**src/rtl/core/bcu_pkg.sv**
```systemverilog
// Shared constants and control types for the binomial coefficient unit.
// No dependencies; imported by the controller, the datapath and the top level.
package bcu_pkg;

    localparam int FIELD_W = 6;                 // row / position width
    localparam int COEF_W  = 32;                // result width
    localparam int FACT_W  = 6;                 // multiplier factor n - i
    localparam int PROD_W  = COEF_W + FACT_W;   // wide intermediate product
    localparam int STEP_W  = 5;                 // step index, up to 17
    localparam int DIVS_W  = 5;                 // divisor i + 1, up to 17
    localparam int BIT_W   = 6;                 // divider bit counter
    localparam int MAX_ROW = 34;

    localparam logic [BIT_W-1:0] LAST_BIT = BIT_W'(PROD_W - 1);

    typedef struct packed {
        logic              load;      // take a new word, set acc to one
        logic              mul;       // form acc * (n - index), clear remainder
        logic              div_step;  // one restoring division bit
        logic              div_last;  // final division bit: write quotient to acc
        logic              publish;   // copy result into output register
        logic [STEP_W-1:0] index;     // current step i
    } bcu_cmd_t;

    typedef struct packed {
        logic [STEP_W-1:0] steps;     // min(k, n - k), zero when out of range
    } bcu_sts_t;

endpackage

```
**src/rtl/core/binomial_coefficient_unit.sv**
```systemverilog
// Binomial coefficient unit: C(n,k) by s = min(k, n-k) multiply/exact-divide steps.
// Once all steps are done, the result is published when the output register is free; the
// next word is then taken, so a new word is not taken while one is being computed.
// Each step is a multiply followed by a bit-serial restoring divider.
// A finished word waits in the output register while the next word is taken.
// aresetn (synchronous, active low) clears the controller and output valid.
// Depends on bcu_pkg, bcu_ctrl, bcu_datapath.
module binomial_coefficient_unit
    import bcu_pkg::*;
(
    input  logic                aclk,
    input  logic                aresetn,
    input  logic                s_valid,
    output logic                s_ready,
    input  logic [FIELD_W-1:0]  s_row,
    input  logic [FIELD_W-1:0]  s_position,
    output logic                m_valid,
    input  logic                m_ready,
    output logic [COEF_W-1:0]   m_coefficient,
    output logic                m_out_of_range
);

    bcu_cmd_t cmd;
    bcu_sts_t sts;

    bcu_ctrl u_ctrl (
        .aclk    (aclk),
        .aresetn (aresetn),
        .s_valid (s_valid),
        .s_ready (s_ready),
        .m_valid (m_valid),
        .m_ready (m_ready),
        .sts     (sts),
        .cmd     (cmd)
    );

    bcu_datapath u_datapath (
        .aclk         (aclk),
        .row          (s_row),
        .position     (s_position),
        .cmd          (cmd),
        .sts          (sts),
        .coefficient  (m_coefficient),
        .out_of_range (m_out_of_range)
    );

endmodule

```
**src/rtl/core/bcu_datapath.sv**
```systemverilog
// Datapath: operand registers, 32x6 multiplier and bit-serial exact divider.
// Depends on bcu_pkg; driven by bcu_ctrl commands.
module bcu_datapath
    import bcu_pkg::*;
(
    input  logic                aclk,
    input  logic [FIELD_W-1:0]  row,
    input  logic [FIELD_W-1:0]  position,
    input  bcu_cmd_t            cmd,
    output bcu_sts_t            sts,
    output logic [COEF_W-1:0]   coefficient,
    output logic                out_of_range
);

    logic [FIELD_W-1:0] n_reg,    n_next;
    logic [STEP_W-1:0]  steps_reg, steps_next;
    logic               oor_reg,  oor_next;
    logic [COEF_W-1:0]  acc_reg,  acc_next;
    logic [PROD_W-1:0]  dvd_reg,  dvd_next;
    logic [DIVS_W-1:0]  rem_reg,  rem_next;
    logic [DIVS_W-1:0]  divs_reg, divs_next;
    logic [COEF_W-1:0]  coef_reg, coef_next;
    logic               oor_out_reg, oor_out_next;

    logic               in_oor;
    logic [FIELD_W-1:0] diff;
    logic [FIELD_W-1:0] min_k;
    logic [FACT_W-1:0]  factor;
    logic [DIVS_W:0]    trial;
    logic               ge;
    logic [DIVS_W:0]    trial_sub;
    logic [PROD_W-1:0]  shifted;

    always_comb begin
        in_oor    = (position > row) || (row > FIELD_W'(MAX_ROW));
        diff      = row - position;
        min_k     = (position > diff) ? diff : position;

        factor    = n_reg - FACT_W'(cmd.index);
        trial     = {rem_reg, dvd_reg[PROD_W-1]};
        ge        = trial >= {1'b0, divs_reg};
        trial_sub = trial - {1'b0, divs_reg};
        shifted   = {dvd_reg[PROD_W-2:0], ge};

        n_next       = n_reg;
        steps_next   = steps_reg;
        oor_next     = oor_reg;
        acc_next     = acc_reg;
        dvd_next     = dvd_reg;
        rem_next     = rem_reg;
        divs_next    = divs_reg;
        coef_next    = coef_reg;
        oor_out_next = oor_out_reg;

        if (cmd.load) begin
            n_next     = row;
            oor_next   = in_oor;
            steps_next = in_oor ? '0 : min_k[STEP_W-1:0];
            acc_next   = COEF_W'(1);
        end
        if (cmd.mul) begin
            dvd_next  = PROD_W'(acc_reg) * PROD_W'(factor);
            rem_next  = '0;
            divs_next = DIVS_W'(cmd.index) + DIVS_W'(1);
        end
        if (cmd.div_step) begin
            rem_next = ge ? trial_sub[DIVS_W-1:0] : trial[DIVS_W-1:0];
            dvd_next = shifted;
            // exact quotient is an intermediate coefficient, fits 32 bits
            if (cmd.div_last) begin
                acc_next = shifted[COEF_W-1:0];
            end
        end
        if (cmd.publish) begin
            coef_next    = oor_reg ? '0 : acc_reg;
            oor_out_next = oor_reg;
        end
    end

    always_ff @(posedge aclk) begin
        n_reg       <= n_next;
        steps_reg   <= steps_next;
        oor_reg     <= oor_next;
        acc_reg     <= acc_next;
        dvd_reg     <= dvd_next;
        rem_reg     <= rem_next;
        divs_reg    <= divs_next;
        coef_reg    <= coef_next;
        oor_out_reg <= oor_out_next;
    end

    assign sts.steps    = steps_reg;
    assign coefficient  = coef_reg;
    assign out_of_range = oor_out_reg;

endmodule

```
**src/rtl/core/bcu_ctrl.sv**
```systemverilog
// Controller: sequences load, multiply and division steps, owns both handshakes.
// Depends on bcu_pkg; commands bcu_datapath.
module bcu_ctrl
    import bcu_pkg::*;
(
    input  logic     aclk,
    input  logic     aresetn,
    input  logic     s_valid,
    output logic     s_ready,
    output logic     m_valid,
    input  logic     m_ready,
    input  bcu_sts_t sts,
    output bcu_cmd_t cmd
);

    typedef enum logic [1:0] {
        ST_IDLE,
        ST_STEP,
        ST_DIV,
        ST_FIN
    } state_t;

    state_t            state_reg, state_next;
    logic [STEP_W-1:0] idx_reg,   idx_next;
    logic [BIT_W-1:0]  bit_reg,   bit_next;
    logic              m_valid_reg, m_valid_next;
    logic              out_free;

    always_comb begin
        out_free     = !m_valid_reg || m_ready;
        state_next   = state_reg;
        idx_next     = idx_reg;
        bit_next     = bit_reg;
        cmd          = '0;
        cmd.index    = idx_reg;
        s_ready      = 1'b0;

        unique case (state_reg)
            ST_IDLE: begin
                s_ready = 1'b1;
                if (s_valid) begin
                    cmd.load   = 1'b1;
                    idx_next   = '0;
                    state_next = ST_STEP;
                end
            end
            ST_STEP: begin
                if (idx_reg == sts.steps) begin
                    state_next = ST_FIN;
                end else begin
                    cmd.mul    = 1'b1;
                    bit_next   = '0;
                    state_next = ST_DIV;
                end
            end
            ST_DIV: begin
                cmd.div_step = 1'b1;
                bit_next     = bit_reg + BIT_W'(1);
                if (bit_reg == LAST_BIT) begin
                    cmd.div_last = 1'b1;
                    idx_next     = idx_reg + STEP_W'(1);
                    state_next   = ST_STEP;
                end
            end
            ST_FIN: begin
                // hold until the output register can take the word
                if (out_free) begin
                    cmd.publish = 1'b1;
                    state_next  = ST_IDLE;
                end
            end
            default: state_next = ST_IDLE;
        endcase

        if (cmd.publish) begin
            m_valid_next = 1'b1;
        end else if (m_ready) begin
            m_valid_next = 1'b0;
        end else begin
            m_valid_next = m_valid_reg;
        end
    end

    always_ff @(posedge aclk) begin
        if (!aresetn) begin
            state_reg   <= ST_IDLE;
            idx_reg     <= '0;
            bit_reg     <= '0;
            m_valid_reg <= 1'b0;
        end else begin
            state_reg   <= state_next;
            idx_reg     <= idx_next;
            bit_reg     <= bit_next;
            m_valid_reg <= m_valid_next;
        end
    end

    assign m_valid = m_valid_reg;

endmodule
```
**config.mk**
```make
export PLATFORM = sky130hd
export DESIGN_NAME = binomial_coefficient_unit
export DESIGN_NICKNAME = d
export VERILOG_FILES = /design/src/rtl/core/bcu_pkg.sv /design/src/rtl/core/binomial_coefficient_unit.sv /design/src/rtl/core/bcu_datapath.sv /design/src/rtl/core/bcu_ctrl.sv
export SDC_FILE = /design/constraint.sdc
export NUM_CORES = 1
export LEC_CHECK = 0
export ABC_AREA = 1
export BUFFER_PORTS_ARGS = -buffer_cell sky130_fd_sc_hd__buf_2
export CAP_MARGIN = 20
export CORE_UTILIZATION = 56
export DETAILED_ROUTE_END_ITERATION = 10
export PLACE_DENSITY = 0.76
export SLEW_MARGIN = 25
export SYNTH_ARGS = -nofsm -noshare
export SYNTH_HDL_FRONTEND = slang
export SYNTH_HIERARCHICAL = 1
export SYNTH_SLANG_ARGS = --single-unit
```
**constraint.sdc**
```tcl
create_clock -name aclk -period 4.9 [get_ports aclk]
set_clock_uncertainty 0.15 [all_clocks]
set_input_delay 0.49 -clock aclk [delete_from_list [all_inputs] [get_ports aclk]]
set_output_delay 0.49 -clock aclk [all_outputs]
set_load 0.05 [all_outputs]
```
==> reports/results.ini <==
[critical_path]
cp_top_family=adder cells
r2r_slack_ns=-0.40
critPathMaxStageDelay_ns=0.57
crit_path_top_delay_cell=fa_1
critical_path_arrival_ns=5.32
path_cells=ha_4 > a21oi_4 > nand2_1 > nand2_2 > nand2_2 > a21oi_4 > xnor2_4 > buf_12 > buf_12 > nor2_1 > fa_1 > inv_2 > fa_1 > fa_1 > inv_1 > ha_4 > nand2_4 > inv_1 > a21oi_4 > nand2_2 > buf_4 > or2_2 > nand3_1 > o21ai_0
critPathLaunchType=flop
path_depth=24
cp-startpoint=u_datapath/n_reg[2]
cp_data_required_time_ns=4.92
r2r.worst_path.cells=24
r2r_start=u_datapath/n_reg[2]
cp_num_buf_inv=6
critPathMaxFanout=6
r2r-end=u_datapath/dvd_reg[11]
critPathCaptureType=flop
critPathKind=reg -> reg

[yosys]
async_reset_ff_share_pct=0
ys_seq_area_share_pct=29.6
synth_warnings=6
synth_nets=1800
synth-seq-cells=139
syn_avg_cell_area_um2=7.90
syn_area_mm2=0.0125
synth_top_flop_cell=edfxtp_1
ys_types=42
synth_edf_count=93
synthCells=1588

[grt]
met1_usage_pct=40.2
grt_use_total_pct=32.7
gr-usage-met2_pct=54.5
grt_max_degree=44
grt_pass1_vias=11769
antenna_found_initial=0
grt_pass1_wl_um=57400
overflow=0
grt_use_met3_pct=6.74
busiest_layer=met2

[place]
hpwl_um=25500
place_area_mm2=0.0139
dpl.cell_count=1982
gp_congestion=0.994
place.port_buffers=50

[clock_network]
clk_latency_ns=0.45
clock_tree.buffer_depth=2
root_buffer=clkbuf_16
cts.sinks=139
cts_tree=yes
cts_buffers=17
cts_max_level=4
cts.reportedPaths.clkPinSlew_ns=0.07

[sta]
max_freq_mhz=189
fin_crit_ns=5.30
hold_viol=0
setup_violations=31
finalWorstSetupSlack_ns=-0.403
tightestPinTransition_ns=1.09
finalMaxSlewViolations=0
final.period_utilization_pct=108
maxSlewHeadroom_pct=27.0
rsz0062_at_grt=yes

[pwr]
irDropWorstVdd_mv=0.215
cellLeakagePower_nw=7.09
p_per_area_mw_per_mm2=204

[die]
rows=54
die_w_um=152
start_util_pct=57.3
die_area_mm2=0.0230
die_height_um=152
io-pin-count=51
coreArea_mm2=0.0219

[layout]
fin_nets=1973
largest_register_ffs=38
final_cell_mix=305 x nand2_1, 286 x inv_1, 166 x nor2_1
n_antenna_cell=0
final_common_cell=nand2_1
finalInstanceArea_mm2=0.0160
drive_above_1_share_pct=27.5
fin_util_pct=73.1
syn2layout_area_growth_pct=27.7
instances_no_fill=2054

[detailed_routing]
vias_per_cell=5.73
drc=0
wl_per_cell_um=18.6
firstDrtPassIters=5
drt_wl_total_um=38200
ant_nets=0
dr_total_vias=11768
drt_iter0_markers=911

[run]
cap_viol_max_count=0

[min_path]
worst_hold_startpoint=s_row[3]
hold_class=in -> reg
hold-path-cell-count=1
min_to=u_datapath/n_reg[3]

[run_status]
violations=setup timing
status=finished with violations

==> worst register-to-register path: stages, from the launching register on <==
cell	delay [ns]
edfxtp_1	0.42
ha_4	0.25
a21oi_4	0.15
nand2_1	0.07
nand2_2	0.08
nand2_2	0.07
a21oi_4	0.20
xnor2_4	0.15
buf_12	0.16
buf_12	0.11
nor2_1	0.05
fa_1	0.57
inv_2	0.05
fa_1	0.48
fa_1	0.51
inv_1	0.07
ha_4	0.29
nand2_4	0.11
inv_1	0.10
a21oi_4	0.24
nand2_2	0.11
buf_4	0.16
or2_2	0.27
nand3_1	0.07
o21ai_0	0.14
==> cell families (layout without fill, tap and decap cells) <==
group,after synthesis,in the layout,share of synthesized area (%)
AND/OR/NAND/NOR,705,705,23.0
AO/OA/AOI/OAI,165,165,7.74
XOR/XNOR,21,21,1.53
buffers and inverters,362,548,11.1
flip-flops,139,139,29.6
adder cells (fa/ha/maj),196,196,27.0
==> repair_timing <==
action	in CTS	in global routing
pin swaps	62	61
buffers inserted	27	14
hold buffers	0	0
cloned	2	0
resized for setup	179	125
setup endpoints to repair	32	32
==> worst max path at each step <==
stage	slack, ns	end
2_1_floorplan	-0.001	u_datapath/dvd_reg[31]
4_1_cts	-0.21	u_datapath/dvd_reg[37]
3_5_place_dp	-0.53	u_datapath/dvd_reg[31]
5_1_grt	-0.55	u_datapath/dvd_reg[11]
3_3_place_gp	-0.52	u_datapath/dvd_reg[19]
6_report	-0.40	u_datapath/dvd_reg[11]
==> cells in the mapped netlist, types with 2 or more instances <==
cell | instances | area [µm²]
or2_2 | 10 | 62.6
xnor2_1 | 12 | 105
nand4_1 | 6 | 37.5
inv_2 | 6 | 22.5
buf_1 | 6 | 22.5
a211oi_1 | 6 | 45.0
xor2_1 | 8 | 70.1
ha_1 | 72 | 901
o32ai_1 | 20 | 175
edfxtp_1 | 93 | 2790
a21boi_0 | 2 | 15.0
nand3_1 | 81 | 405
o21bai_1 | 6 | 45.0
fa_1 | 124 | 2480
nor3_1 | 14 | 70.1
nand2_2 | 5 | 31.3
nand3_2 | 3 | 30.0
nand3b_1 | 4 | 30.0
o21ai_1 | 6 | 30.0
buf_6 | 4 | 45.0
buf_2 | 2 | 10.0
or2_1 | 3 | 18.8
clkbuf_1 | 26 | 97.6
a21oi_1 | 63 | 315
dfxtp_1 | 46 | 921
inv_1 | 316 | 1190
o21ai_0 | 52 | 260
nand2_1 | 368 | 1380
a21oi_2 | 6 | 52.6
nor2_1 | 206 | 773
==> layer usage <==
layer  wire length, µm  part of all wire [%]
met5                 0                     0
met4              1920                   5.0
met3              3050                   8.0
met2             18400                    48
met1             14900                    39
==> report_power, final <==
group / switching (mW) / leakage [nW] / internal, mW
clock network: 0.620 / 0.288 / 0.702
registers: 0.0254 / 1.26 / 1.32
logic: 0.384 / 5.55 / 0.214
==> through the flow <==
step | total power, mW | hold slack (ns) | setup WS (ns) | TNS, ns
2_1_floorplan | 1.66 | 0.318 | -0.00126 | -0.00209
4_1_cts | 3.24 | 0.122 | -0.208 | -4.07
6_report | 3.26 | 0.120 | -0.403 | -8.30
3_3_place_gp | 1.85 | 0.339 | -0.521 | -11.51
5_1_grt | 3.35 | 0.121 | -0.549 | -13.56
3_5_place_dp | 1.86 | 0.347 | -0.526 | -13.35
==> final cells by class <==
| type | count | area, µm² |
|---|---|---|
| sequential | 139 | 3720 |
| timing repair buffer | 193 | 1530 |
| clock buffer | 19 | 454 |
| multi-input combinational | 1087 | 8620 |
| clock inverter | 13 | 123 |
| tap | 280 | 350 |
| inverter | 323 | 1210 |
| fill | 1566 | 5880 |
Note: power is estimated with default switching activity, not from simulation.
